$ cat src/hw/rtl/csc_pkg.sv
// Shared constants and types of the cross stencil star counter.
package csc_pkg;

    // Configuration register widths and port geometry.
    localparam int ROW_CFG_W  = 13;
    localparam int COL_CFG_W  = 11;
    localparam int THR_W      = 8;
    localparam int CFG_DATA_W = 13;
    localparam int CFG_IDX_W  = 2;

    // Width of the star count result.
    localparam int COUNT_W = 22;

    // Register indexes of the configuration port.
    localparam logic [CFG_IDX_W-1:0] REG_ROW_COUNT     = 2'd0;
    localparam logic [CFG_IDX_W-1:0] REG_COL_COUNT     = 2'd1;
    localparam logic [CFG_IDX_W-1:0] REG_AVG_THRESHOLD = 2'd2;

    // Register values after reset.
    localparam logic [ROW_CFG_W-1:0] ROW_COUNT_RST     = 13'd6;
    localparam logic [COL_CFG_W-1:0] COL_COUNT_RST     = 11'd8;
    localparam logic [THR_W-1:0]     AVG_THRESHOLD_RST = 8'd6;

    // Smallest frame side that is honored.
    localparam int MIN_SIZE = 3;

    // Depth of the queue between the front and the back.
    localparam int QUEUE_DEPTH = 4;
    localparam int QPTR_W      = 2;

    // Classification of one word, made by the front.
    typedef struct packed {
        logic center;
        logic frame_end;
    } csc_flags_t;

    typedef logic [COUNT_W-1:0] count_t;

endpackage

$ cat src/hw/rtl/csc_front.sv
// Front part: tracks the raster position and classifies each accepted pixel.
module csc_front
    import csc_pkg::*;
#(
    parameter int MAX_COLS   = 1024,
    parameter int MAX_ROWS   = 4096,
    parameter int PIXEL_BITS = 8,
    parameter int COL_W      = 10,
    parameter int ROW_W      = 12
)
(
    input  logic                  clk,
    input  logic                  rst_n,
    input  logic                  in_valid,
    output logic                  in_stall,
    input  logic [PIXEL_BITS-1:0] pixel,
    input  logic [ROW_CFG_W-1:0]  row_count,
    input  logic [COL_CFG_W-1:0]  col_count,
    input  logic                  q_full,
    output logic                  q_push,
    output logic [COL_W-1:0]      q_col,
    output logic [PIXEL_BITS-1:0] q_pixel,
    output csc_flags_t            q_flags
);

    localparam int RE_W = ROW_W + 1;
    localparam int CE_W = COL_W + 1;

    logic [COL_W-1:0] col_reg;
    logic [COL_W-1:0] col_next;
    logic [ROW_W-1:0] row_reg;
    logic [ROW_W-1:0] row_next;
    logic [RE_W-1:0]  rows_eff;
    logic [CE_W-1:0]  cols_eff;
    logic [CE_W-1:0]  col_inc;
    logic [RE_W-1:0]  row_inc;
    logic             accept;
    logic             row_end;
    logic             frame_end;

    // Frame size clamped to the range the line stores support.
    always_comb
    begin
        if (32'(row_count) < 32'(MIN_SIZE))
            rows_eff = RE_W'(MIN_SIZE);
        else if (32'(row_count) > 32'(MAX_ROWS))
            rows_eff = RE_W'(MAX_ROWS);
        else
            rows_eff = RE_W'(row_count);

        if (32'(col_count) < 32'(MIN_SIZE))
            cols_eff = CE_W'(MIN_SIZE);
        else if (32'(col_count) > 32'(MAX_COLS))
            cols_eff = CE_W'(MAX_COLS);
        else
            cols_eff = CE_W'(col_count);
    end

    // Row and frame boundaries of the current position.
    assign col_inc   = {1'b0, col_reg} + CE_W'(1);
    assign row_inc   = {1'b0, row_reg} + RE_W'(1);
    assign row_end   = (col_inc >= cols_eff);
    assign frame_end = row_end && (row_inc >= rows_eff);

    assign accept   = in_valid && !q_full;
    assign in_stall = q_full;

    // The word pushed to the queue carries its column and classification.
    assign q_push            = accept;
    assign q_col             = col_reg;
    assign q_pixel           = pixel;
    assign q_flags.center    = (row_reg >= ROW_W'(2)) && (col_reg != '0) && !row_end;
    assign q_flags.frame_end = frame_end;

    // Next raster position.
    always_comb
    begin
        col_next = col_reg;
        row_next = row_reg;
        if (accept)
        begin
            if (frame_end)
            begin
                col_next = '0;
                row_next = '0;
            end
            else if (row_end)
            begin
                col_next = '0;
                row_next = row_inc[ROW_W-1:0];
            end
            else
            begin
                col_next = col_inc[COL_W-1:0];
            end
        end
    end

    always_ff @(posedge clk or negedge rst_n)
    begin
        if (!rst_n)
        begin
            col_reg <= '0;
            row_reg <= '0;
        end
        else
        begin
            col_reg <= col_next;
            row_reg <= row_next;
        end
    end

endmodule

$ cat config.mk
export PLATFORM = sky130hd
export DESIGN_NAME = csc_front
export DESIGN_NICKNAME = d
export VERILOG_FILES = /design/src/hw/rtl/csc_pkg.sv /design/src/hw/rtl/csc_front.sv
export SDC_FILE = /design/constraint.sdc
export NUM_CORES = 1
export LEC_CHECK = 0
export BUFFER_PORTS_ARGS = -buffer_cell sky130_fd_sc_hd__buf_2
export CAP_MARGIN = 20
export CORE_AREA = 5 5 76 78
export CTS_CLUSTER_SIZE = 40
export DETAILED_ROUTE_END_ITERATION = 10
export DIE_AREA = 0 0 81 83
export PLACE_DENSITY = 0.68
export SKIP_LAST_GASP = 1
export SYNTH_ARGS = -nofsm -noshare
export SYNTH_HDL_FRONTEND = slang
export SYNTH_SLANG_ARGS = --single-unit
$ cat constraint.sdc
create_clock -name clk -period 7.25 [get_ports clk]
set_input_delay 0.725 -clock clk [delete_from_list [all_inputs] [get_ports clk]]
set_output_delay 0.725 -clock clk [all_outputs]
set_load 0.05 [all_outputs]
==> run_results.csv <==
group,metric,value,unit
die,rows,26,
finish,layout_common_cells,"58 x nand2_1, 41 x buf_2, 28 x ha_1, 22 x dfrtp_1, 13 x a21oi_1",
worst_setup_path,rrSetupSlack,3.99,ns
die,die_width,81,µm
worst_setup_path,critical_path_class,"reg2out",
global_route,grt_max_degree,23,
logic_synthesis,synth_top_area_cell,"dfrtp_1",
clock_tree,cts_resized,0,
finish,fin_util,0.481,
finish,layout-drive-gt1-share,0.200,
global_route,antenna_found_initial,0,
timing,max_freq,250,MHz
finish,diodes,0,
worst_setup_path,critPathMaxFanout,8,
timing,clock_skew,0.00332,ns
timing,fin_setup_tns,0,ns
pwr,p_total,0.547,mW
timing,finalHoldViolCount,0,
finish,layout_commonest_cell,"nand2_1",
die,dieArea,6720,µm²
timing,finalSetupViolCount,0,
route,drc,0,
clock_tree,cts_setup_buffers,0,
global_route,grt_pass1_vias,1787,
hold_path,hp-class,"in2async",
finish,largest_reg_flops,12,
job,drv_cap,0,
worst_setup_path,crit_buf_inv,1,
logic_synthesis,yosysSeqAreaShare,0.254,
logic_synthesis,avgSynthCellArea,8.17,µm²
clock_tree,clock-root-buffer,"clkbuf_8",
worst_setup_path,cp_data_required_time,6.52,ns
global_route,grt_usage,0.145,
worst_setup_path,cpPeakStageDelay,0.45,ns
pwr,power_density,227,nW/µm²
worst_setup_path,startpoint_type,"register",
timing,final.period_utilization,0.551,
placed_design,dp_hpwl,3850,µm
logic_synthesis,synth_nets,329,
route,drt_wl_total,4670,µm
clock_tree,cts_tree,"yes",
timing,min_period,3.99,ns
clock_tree,h-tree-depth,1,
finish,area_growth,11.3,%
route,via_count,1889,
clock_tree,clkSinkCount,22,
logic_synthesis,postSynthCellCount,265,
worst_setup_path,crit_family,"simple AND/OR/NAND/NOR gates",
logic_synthesis,yosysTopAreaCellShare,0.254,
timing,grt_setup_unrepaired,"no",
global_route,grt-ovfl-total,0,
route,drt_first_pass_iters,4,
clock_tree,clk_path_buf_depth,2,
placed_design,gp_congestion,0.796,
die,initial_core_util,0.432,
placed_design,io_buffers,41,
worst_setup_path,worstSetupEndpointType,"primary output",
timing,slew_violations,0,
status,status,"completed",
clock_tree,ctsHoldBuffers,0,
pwr,leakagePower,1.17,nW
clock_tree,clk_pin_slew,0.07,ns
logic_synthesis,synth_seq_cells,22,
logic_synthesis,ys_types,44,
finish,fillerInstances,533,
global_route,grt_pass1_wl,8050,µm
finish,finalNonFillerCells,365,
placed_design,dp_cells,361,
worst_setup_path,critPathSlowestCell,"dfrtp_1",
timing,worstMarginPinSlew,0.488,ns
die,die_y,83,µm
die,io_pins,58,
pwr,ir_drop,0.172,mV
clock_tree,clk_latency,0.26,ns
route,initialDrtViolationCount,77,
die,core_area,5010,µm²
logic_synthesis,synth_area,2170,µm²
finish,nets,360,
worst_setup_path,arrival,3.27,ns
route,ant_nets,0,
worst_setup_path,cp_cell_sequence,"ha_1 -> nand3_1 -> nor2_1 -> xor2_1 -> ha_1 -> a21oi_1 -> o21ai_0 -> a31oi_1 -> nand2_1 -> nor2_1 -> buf_2",
logic_synthesis,synth.area.top_cells,"dfrtp_1 25%, ha_1 16%, nand2_1 10%",
timing,maxSlewHeadroom,0.673,
logic_synthesis,ys_warn_count,0,
clock_tree,cts-buffers-inserted,3,
route,post_drt_via_cell_ratio,5.18,
route,wl_per_cell,12.8,µm
==> power by group <==
group          switching, mW  internal, mW
combinational          0.183        0.0994
sequential            0.0374         0.143
clock                 0.0360        0.0483
==> final cells by class <==
type,instances,area (µm²),share of cell area
clock buffers,4,55.1,0.0228
inverters,10,37.5,0.0156
multi-input cells,218,1470,0.612
flip-flops and latches,22,551,0.228
well taps,70,87.6,0.0363
repair buffers,41,205,0.0852
==> logic make-up (layout without fill, tap and decap cells) <==
family	count (synthesis)	count (layout)	share of synthesized area
adders and majority gates	28	28	0.162
buffers and inverters	25	55	0.0653
xor gates and xnor gates	18	18	0.0763
muxes	1	1	0.00520
and+or+nand+nor	116	116	0.270
AOI/OAI and AO/OA	55	55	0.167
DFF	22	22	0.254
==> per-stage QoR <==
stage	area [µm²]	hold WS, ns	worst slack (ns)
after floorplan	2170	0.429	3.35
after global placement	2350	0.540	3.36
after detailed placement	2350	0.562	3.22
after CTS	2410	0.429	3.22
after global routing	2410	0.444	2.87
final	2410	0.413	3.26
==> path summary, 6_finish.rpt <==
| kind | start | to | cells after the start |
|---|---|---|---|
| setup / recovery | q_col[0] | q_flags[1] | 11 |
| hold / removal | rst_n | row_reg[11] | 1 |
| setup reg to reg | q_col[0] | row_reg[7] | 11 |
| hold reg to reg | row_reg[9] | row_reg[9] | 2 |
| max in group asynchronous | rst_n | row_reg[0] | 1 |
| min in group clk | row_reg[9] | row_reg[9] | 2 |
==> per-layer routing <==
layer | vias up | global-route usage | share of wire
met5 | - | 0 | 0
met4 | 0 | 0.0138 | 0.0015
met3 | 4 | 0.0271 | 0.035
met2 | 19 | 0.238 | 0.48
met1 | 875 | 0.204 | 0.48
li1 | 991 | - | -
==> cells in the mapped netlist <==
| library cell | instances |
|---|---|
| and3_1 | 3 |
| xor2_2 | 1 |
| o21ai_2 | 2 |
| nand3_1 | 10 |
| o41ai_1 | 1 |
| nand2_1 | 58 |
| xnor2_1 | 11 |
| dfrtp_1 | 22 |
| o21ai_4 | 1 |
| mux2_2 | 1 |
| o21ai_0 | 12 |
| xor2_1 | 6 |
| nor2_2 | 1 |
| o21ai_1 | 4 |
| clkbuf_1 | 1 |
| a31o_2 | 1 |
| a31oi_1 | 2 |
| nand3_2 | 1 |
| o21bai_1 | 3 |
| nand4_1 | 1 |
| a221o_1 | 1 |
| nand3_4 | 1 |
| o31ai_1 | 4 |
| nor3_1 | 4 |
| inv_1 | 7 |
| nor2_4 | 4 |
| o22ai_1 | 1 |
| and4_1 | 2 |
| nor2_1 | 10 |
| ha_1 | 28 |
| a31o_1 | 1 |
| a22o_1 | 6 |
| nand2b_1 | 5 |
| buf_2 | 2 |
| a21o_1 | 3 |
| and2b_1 | 1 |
| nor4_1 | 9 |
| nor2b_1 | 2 |
| buf_4 | 12 |
| a21oi_1 | 13 |
| nand3b_1 | 1 |
| and2_1 | 2 |
| and3_4 | 1 |
| clkinv_1 | 3 |
Power figures use the tool's default switching activity.
