$ cat config.mk
export PLATFORM = sky130hd
export DESIGN_NAME = csc_queue
export DESIGN_NICKNAME = d
export VERILOG_FILES = /design/src/hw/rtl/csc_pkg.sv /design/src/hw/rtl/csc_queue.sv
export SDC_FILE = /design/constraint.sdc
export NUM_CORES = 1
export LEC_CHECK = 0
export ABC_AREA = 1
export BUFFER_PORTS_ARGS = -buffer_cell sky130_fd_sc_hd__buf_2
export CAP_MARGIN = 40
export CELL_PAD_IN_SITES_DETAIL_PLACEMENT = 0
export CELL_PAD_IN_SITES_GLOBAL_PLACEMENT = 2
export CORE_MARGIN = 2
export CORE_UTILIZATION = 35
export DETAILED_ROUTE_END_ITERATION = 8
export GPL_TIMING_DRIVEN = 1
export PLACE_DENSITY_LB_ADDON = 0.08
export REMOVE_ABC_BUFFERS = 1
export SKIP_LAST_GASP = 1
export SYNTH_ARGS = -nofsm -noshare
export SYNTH_HDL_FRONTEND = slang
export SYNTH_SLANG_ARGS = --single-unit
$ cat constraint.sdc
create_clock -name clk -period 3.93 [get_ports clk]
set_clock_uncertainty 0.05 [all_clocks]
set_input_delay 0.5895 -clock clk [delete_from_list [all_inputs] [get_ports clk]]
set_output_delay 0.5895 -clock clk [all_outputs]
set_load 0.02 [all_outputs]
$ cat src/hw/rtl/csc_pkg.sv
// Shared constants and types of the cross stencil star counter.
package csc_pkg;

    // Configuration register widths and port geometry.
    localparam int ROW_CFG_W  = 13;
    localparam int COL_CFG_W  = 11;
    localparam int THR_W      = 8;
    localparam int CFG_DATA_W = 13;
    localparam int CFG_IDX_W  = 2;

    // Width of the star count result.
    localparam int COUNT_W = 22;

    // Register indexes of the configuration port.
    localparam logic [CFG_IDX_W-1:0] REG_ROW_COUNT     = 2'd0;
    localparam logic [CFG_IDX_W-1:0] REG_COL_COUNT     = 2'd1;
    localparam logic [CFG_IDX_W-1:0] REG_AVG_THRESHOLD = 2'd2;

    // Register values after reset.
    localparam logic [ROW_CFG_W-1:0] ROW_COUNT_RST     = 13'd6;
    localparam logic [COL_CFG_W-1:0] COL_COUNT_RST     = 11'd8;
    localparam logic [THR_W-1:0]     AVG_THRESHOLD_RST = 8'd6;

    // Smallest frame side that is honored.
    localparam int MIN_SIZE = 3;

    // Depth of the queue between the front and the back.
    localparam int QUEUE_DEPTH = 4;
    localparam int QPTR_W      = 2;

    // Classification of one word, made by the front.
    typedef struct packed {
        logic center;
        logic frame_end;
    } csc_flags_t;

    typedef logic [COUNT_W-1:0] count_t;

endpackage

$ cat src/hw/rtl/csc_queue.sv
// Short first-in first-out queue between the front and the back.
module csc_queue
    import csc_pkg::*;
#(
    parameter int W = 20
)
(
    input  logic         clk,
    input  logic         rst_n,
    input  logic         push,
    input  logic [W-1:0] push_data,
    input  logic         pop,
    output logic [W-1:0] pop_data,
    output logic         full,
    output logic         not_empty
);

    logic [W-1:0]      entry_reg [QUEUE_DEPTH];
    logic [QPTR_W-1:0] wr_ptr_reg;
    logic [QPTR_W-1:0] rd_ptr_reg;
    logic [QPTR_W:0]   count_reg;
    logic [QPTR_W:0]   count_next;

    assign full      = (count_reg == (QPTR_W+1)'(QUEUE_DEPTH));
    assign not_empty = (count_reg != '0);
    assign pop_data  = entry_reg[rd_ptr_reg];

    // Occupancy follows pushes and pops.
    always_comb
    begin
        count_next = count_reg;
        if (push && !pop)
            count_next = count_reg + (QPTR_W+1)'(1);
        else if (pop && !push)
            count_next = count_reg - (QPTR_W+1)'(1);
    end

    always_ff @(posedge clk or negedge rst_n)
    begin
        if (!rst_n)
        begin
            wr_ptr_reg <= '0;
            rd_ptr_reg <= '0;
            count_reg  <= '0;
        end
        else
        begin
            count_reg <= count_next;
            if (push)
                wr_ptr_reg <= wr_ptr_reg + QPTR_W'(1);
            if (pop)
                rd_ptr_reg <= rd_ptr_reg + QPTR_W'(1);
        end
    end

    // Entry storage needs no reset.
    always_ff @(posedge clk)
    begin
        if (push)
            entry_reg[wr_ptr_reg] <= push_data;
    end

endmodule

==> results of run 1 <==
layout make-up:
| type | count | area (sq um) |
|---|---|---|
| Antenna cell | 1 | 2.50 |
| Inverter | 52 | 195 |
| Clock inverter | 7 | 72.6 |
| Tap cell | 136 | 170 |
| Sequential cell | 87 | 2580 |
| Fill cell | 995 | 5960 |
| Timing Repair Buffer | 53 | 360 |
| Clock buffer | 9 | 124 |
| Multi-Input combinational cell | 129 | 721 |
synthesized netlist by cell type, drive strengths merged:
cell type,instances
buf,13
clkbuf,1
dfrtp,7
edfxtp,80
fa,1
ha,5
inv,52
nand2,74
nand3,1
nand4,1
nor2,1
nor3,1
o211ai,40
o21ai,1
xnor2,1
xor2,3
per-layer routing:
| metal | vias to the layer above | routed length, um |
|---|---|---|
| met5 | - | 0 |
| met4 | 0 | 117 |
| met3 | 10 | 275 |
| met2 | 35 | 3110 |
| met1 | 943 | 3130 |
| li1 | 1056 | - |
kinds of logic (layout without fill, tap and decap cells):
logic type	count (synthesis)	after routing	synth area share, %
xor gates and xnor gates	4	4	0.968
buffers and inverters	66	121	8.88
adders and majority gates	6	6	2.28
and+or+nand+nor	78	78	8.23
AOI/OAI and AO/OA	41	41	8.43
other	0	1	0
DFF	87	87	71.2
through the flow:
| step | cells | hold slack (ns) | utilization (%) | total power (W) |
|---|---|---|---|---|
| floorplan | 268 | 0.244 | - | 0.00206 |
| global placement | 452 | 0.399 | 38.4 | 0.00246 |
| detailed placement | 457 | 0.398 | 39.5 | 0.00254 |
| CTS | 473 | 0.00741 | 41.4 | 0.00316 |
| global route | 473 | 0.0111 | 41.4 | 0.00332 |
| finish | 474 | 0.0184 | 41.5 | 0.00310 |
final timing paths:
path / slack [ns] / start / endpoint
setup / recovery: 1.36 / rd_ptr_reg[0]$_DFFE_PN0P_ / pop_data[3]
hold / removal: 0.02 / rst_n / count_reg[2]$_DFFE_PN0P_
setup reg to reg: 2.25 / wr_ptr_reg[0]$_DFFE_PN0P_ / entry_reg[2][6]$_DFFE_PP_
hold reg to reg: 0.43 / count_reg[2]$_DFFE_PN0P_ / count_reg[2]$_DFFE_PN0P_
max in group asynchronous: 3.63 / rst_n / rd_ptr_reg[0]$_DFFE_PN0P_
min in group clk: 0.40 / push_data[5] / entry_reg[2][5]$_DFFE_PP_
placed cells by master (no fill, tap or decap), types with 2 or more instances in the layout:
cell	n
buf_4	3
edfxtp_1	80
buf_8	2
clkbuf_8	9
xor2_1	3
buf_16	3
dfrtp_1	6
nand2_1	74
o211ai_1	40
clkinv_1	2
ha_1	5
inv_1	52
clkinv_4	3
buf_2	45
power by group:
group / internal, W / switching, W / total, W / leakage (nW)
clock network: 0.000295 / 0.000317 / 0.000613 / 0.0989
logic: 0.000409 / 0.000743 / 0.00115 / 0.837
registers: 0.00122 / 0.000118 / 0.00134 / 0.817
total: 0.00192 / 0.00118 / 0.00310 / 1.75
worst register-to-register path, cell delays in order (launching register included):
cell and delay (ns):
dfrtp_1 0.43, inv_1 0.10, ha_1 0.14, nand2_1 0.04
inv_1 0.39, buf_8 0.23
==> flow_summary.yaml, run 1 <==
outcome:
  status: "finished clean"
routing:
  ant_nets: 0
  wl_per_cell_um: 14.0
  detail_route.first_pass.iterations: 4
  vias_per_cell: 4.31
  drc: 0
  drtIter0Drc: 48
  drt-total-wl_mm: 6.63
  num_vias: 2044
critical_path:
  endpoint_kind: "output pin"
  worstSetupPathType: "flop to output pin"
  cp.required_ns: 3.29
  rr_worst_depth: 5
  cp_data_arrival_time_ns: 1.93
  path_max_fanout: 40
  slowest_delay_ns: 0.81
  path_delay_family: "flip-flops"
  critPathSlowestCell: "dfrtp_2"
  cp_num_buf_inv: 2
  cpMostUsedCell: "nand2_1"
  cp-start-kind: "flop"
  path_cells: "buf_4, nand2_1, o211ai_1, nand2_1, buf_2"
  cp_num_cells: 5
clock_network:
  cts-buffers-inserted: 9
  ctsResizeCount: 0
  post_cts_buffers: 0
  clk_pin_slew_ns: 0.09
  cts.sinks: 87
  htreeDepth: 3
  cts_buffer_depth: 2
  cts_root_buf: "clkbuf_8"
  clk_latency_ns: 0.34
  cts_tree: "yes"
  holdBufCountCts: 0
synthesis:
  syn_area_sq_um: 3620
  ys_types: 17
  ys_ff_latch: 87
  synth_top_area_share_pct: 66.4
  seq_area_frac_synth_pct: 71.2
  avgSynthCellArea_sq_um: 12.8
  ys_warn_count: 0
  synth_area_leaders: "edfxtp_1, o211ai_1, nand2_1, inv_1, dfrtp_1"
  syn_inst: 282
  synth_area_leader_cell: "edfxtp_1"
power_and_ir_drop:
  cellPowerDensity_nw_per_um2: 734
  ir_drop_v: 0.000256
  p_leak_nw: 1.75
floorplan:
  die_area_sq_um: 11200
  core_area_sq_um: 10200
  ioPinCount: 46
  dieWidth_um: 106
  die_h_um: 106
  core.rowCount: 37
  initial_core_util_pct: 35.5
timing:
  finalCritPeriodShare_pct: 65.4
  rsz0062_at_grt: "false"
  fin_ws_ns: 1.36
  max_freq_mhz: 389
  finalSetupTns_ns: 0
  maxSlewViolCount: 0
  relSlewSlack_pct: 55.2
  min_period_ns: 2.57
  setup_viol: 0
  tightestPinTransition_ns: 0.671
  hold_viol: 0
global_route:
  grtUsageMet3_pct: 3.22
  grt_use_total_pct: 12.4
  busiest_layer: "met2"
  use_met2_pct: 20.0
  grt_pass1_vias: 1993
  grtUsageMet1_pct: 15.7
  antenna_found_initial: 1
  grt_max_degree: 41
  grt_overflow_total: 0
  grt_pass1_wl_mm: 10.2
run:
  drv_cap: 0
place:
  io_buffers: 45
  placed_area_sq_um: 4030
  dpl.hpwl_mm: 4.30
  pre_cts_slack_ns: 1.70
  place_congestion: 0.651
finish:
  final_cell_area_sq_um: 4220
  largest_reg_flops: 80
  syn2layout_area_growth_pct: 16.7
  nets: 362
  drive_gt1_share_pct: 20.2
worst_hold_path:
  holdCritPathClass: "input pin to asynchronous set/reset pin"
Note: power is estimated with default switching activity, not from simulation.
==> run 2, diff against run 1 <==
- clock period: 3.93 -> 2.5 ns (I/O delays scaled with it)
==> flow_summary.yaml, run 2 (synthesis results as in run 1) <==
outcome:
  status: "finished clean"
critical_path:
  worstSetupPathType: "flop to output pin"
  cpMostUsedCell: "nand2_1"
  r2r_start: "wr_ptr_reg[0]$_DFFE_PN0P_"
  cp-start-kind: "flop"
  rr_worst_depth: 4
  cp_data_arrival_time_ns: 1.70
  path_cells: "buf_12, nand2_1, o211ai_1, nand2_1, buf_2"
  r2r_end: "entry_reg[3][0]$_DFFE_PP_"
  cp_num_buf_inv: 2
  path_max_fanout: 31
  critPathSlowestCell: "dfrtp_2"
  slowest_delay_ns: 0.68
  path_delay_family: "flip-flops"
  reg2reg_slack_ns: 1.02
  endpoint_kind: "output pin"
  cp.required_ns: 2.08
place:
  io_buffers: 45
  place_congestion: 0.733
  pre_cts_slack_ns: 0.736
  dpl.hpwl_mm: 3.98
clock_network:
  cts_root_buf: "clkbuf_8"
  cts_buffer_depth: 2
  clk_pin_slew_ns: 0.09
  cts-buffers-inserted: 9
  post_cts_buffers: 0
  ctsResizeCount: 0
  cts_tree: "yes"
  htreeDepth: 3
  clk_latency_ns: 0.35
  cts.sinks: 87
worst_hold_path:
  whs_endpoint: "entry_reg[3][11]$_DFFE_PP_"
  holdPathStages: 1
  holdCritPathClass: "input pin to flop"
  worstHoldStart: "push_data[11]"
finish:
  final_cell_mix: "edfxtp_1, nand2_1, inv_1"
  largest_reg_flops: 80
  antenna_cells: 0
  syn2layout_area_growth_pct: 14.9
  layout_commonest_cell: "edfxtp_1"
  drive_gt1_share_pct: 20.4
  nets: 363
timing:
  fin_ws_ns: 0.375
  relSlewSlack_pct: 67.7
  hold_viol: 0
  finalSetupTns_ns: 0
  rsz0062_at_grt: "false"
  max_freq_mhz: 471
  maxSlewViolCount: 0
  finalCritPeriodShare_pct: 85.0
  min_period_ns: 2.12
  tightestPinTransition_ns: 0.485
  setup_viol: 0
global_route:
  grt_use_total_pct: 12.8
  grt_pass1_vias: 2083
  grt_max_degree: 32
  grt_pass1_wl_mm: 10.6
  antenna_found_initial: 0
  grt_overflow_total: 0
routing:
  drtIter0Drc: 61
  vias_per_cell: 4.34
  num_vias: 2057
  wl_per_cell_um: 13.7
  detail_route.first_pass.iterations: 6
  drt-total-wl_mm: 6.49
  ant_nets: 0
  drc: 0
power_and_ir_drop:
  cellPowerDensity_nw_per_um2: 1140
  p_leak_nw: 1.73
  ir_drop_v: 0.000452
floorplan:
  core.rowCount: 37
  initial_core_util_pct: 35.5
  ioPinCount: 46
  core_area_sq_um: 10200
  die_h_um: 106
  die_area_sq_um: 11200
  dieWidth_um: 106
run:
  drv_cap: 0
-- run 2: final cells by class --
| class | instances | area, sq um |
|---|---|---|
| Clock buffer | 9 | 124 |
| Clock inverter | 7 | 50.0 |
| Fill cell | 999 | 6030 |
| Inverter | 52 | 195 |
| Multi-Input combinational cell | 129 | 721 |
| Sequential cell | 87 | 2580 |
| Tap cell | 136 | 170 |
| Timing Repair Buffer | 54 | 320 |
-- run 2: worst max path at each step --
| stage | startpoint | endpoint | cells past startpoint |
|---|---|---|---|
| floorplan | rd_ptr_reg[0]$_DFFE_PN0P_ | pop_data[0] | 2 |
| global placement | rd_ptr_reg[1]$_DFFE_PN0P_ | pop_data[19] | 5 |
| detailed placement | rd_ptr_reg[0]$_DFFE_PN0P_ | pop_data[13] | 5 |
| CTS | rd_ptr_reg[0]$_DFFE_PN0P_ | pop_data[13] | 5 |
| global route | rd_ptr_reg[0]$_DFFE_PN0P_ | pop_data[13] | 5 |
| finish | rd_ptr_reg[0]$_DFFE_PN0P_ | pop_data[13] | 5 |
-- run 2: per-stage QoR --
| stage | total power (W) | std cells | util (%) | hold WS (ns) | cell area (sq um) |
|---|---|---|---|---|---|
| after floorplan | 0.00323 | 268 | - | 0.0294 | 3490 |
| after global placement | 0.00396 | 457 | 39.0 | 0.183 | 3980 |
| after detailed placement | 0.00397 | 457 | 39.0 | 0.185 | 3980 |
| after CTS | 0.00485 | 474 | 40.8 | 0.167 | 4160 |
| after global routing | 0.00511 | 474 | 40.8 | 0.164 | 4160 |
| final | 0.00474 | 474 | 40.8 | 0.185 | 4160 |
-- run 2: what timing repair did --
action	4_1_cts	5_1_grt
endpoints found under the hold margin	7	0
setup endpoints to repair	0	0
hold buffers	1	0
-- run 2: routing by layer --
layer	GRT usage [%]	part of all wire, %
met5	0	0
met4	5.36	0.88
met3	3.59	4.1
met2	20.2	46
met1	16.6	49
-- run 2: where the power goes --
part / internal, W / switching [W]
Clock: 0.000361 / 0.000503
Combinational: 0.000619 / 0.00118
Sequential: 0.00192 / 0.000159
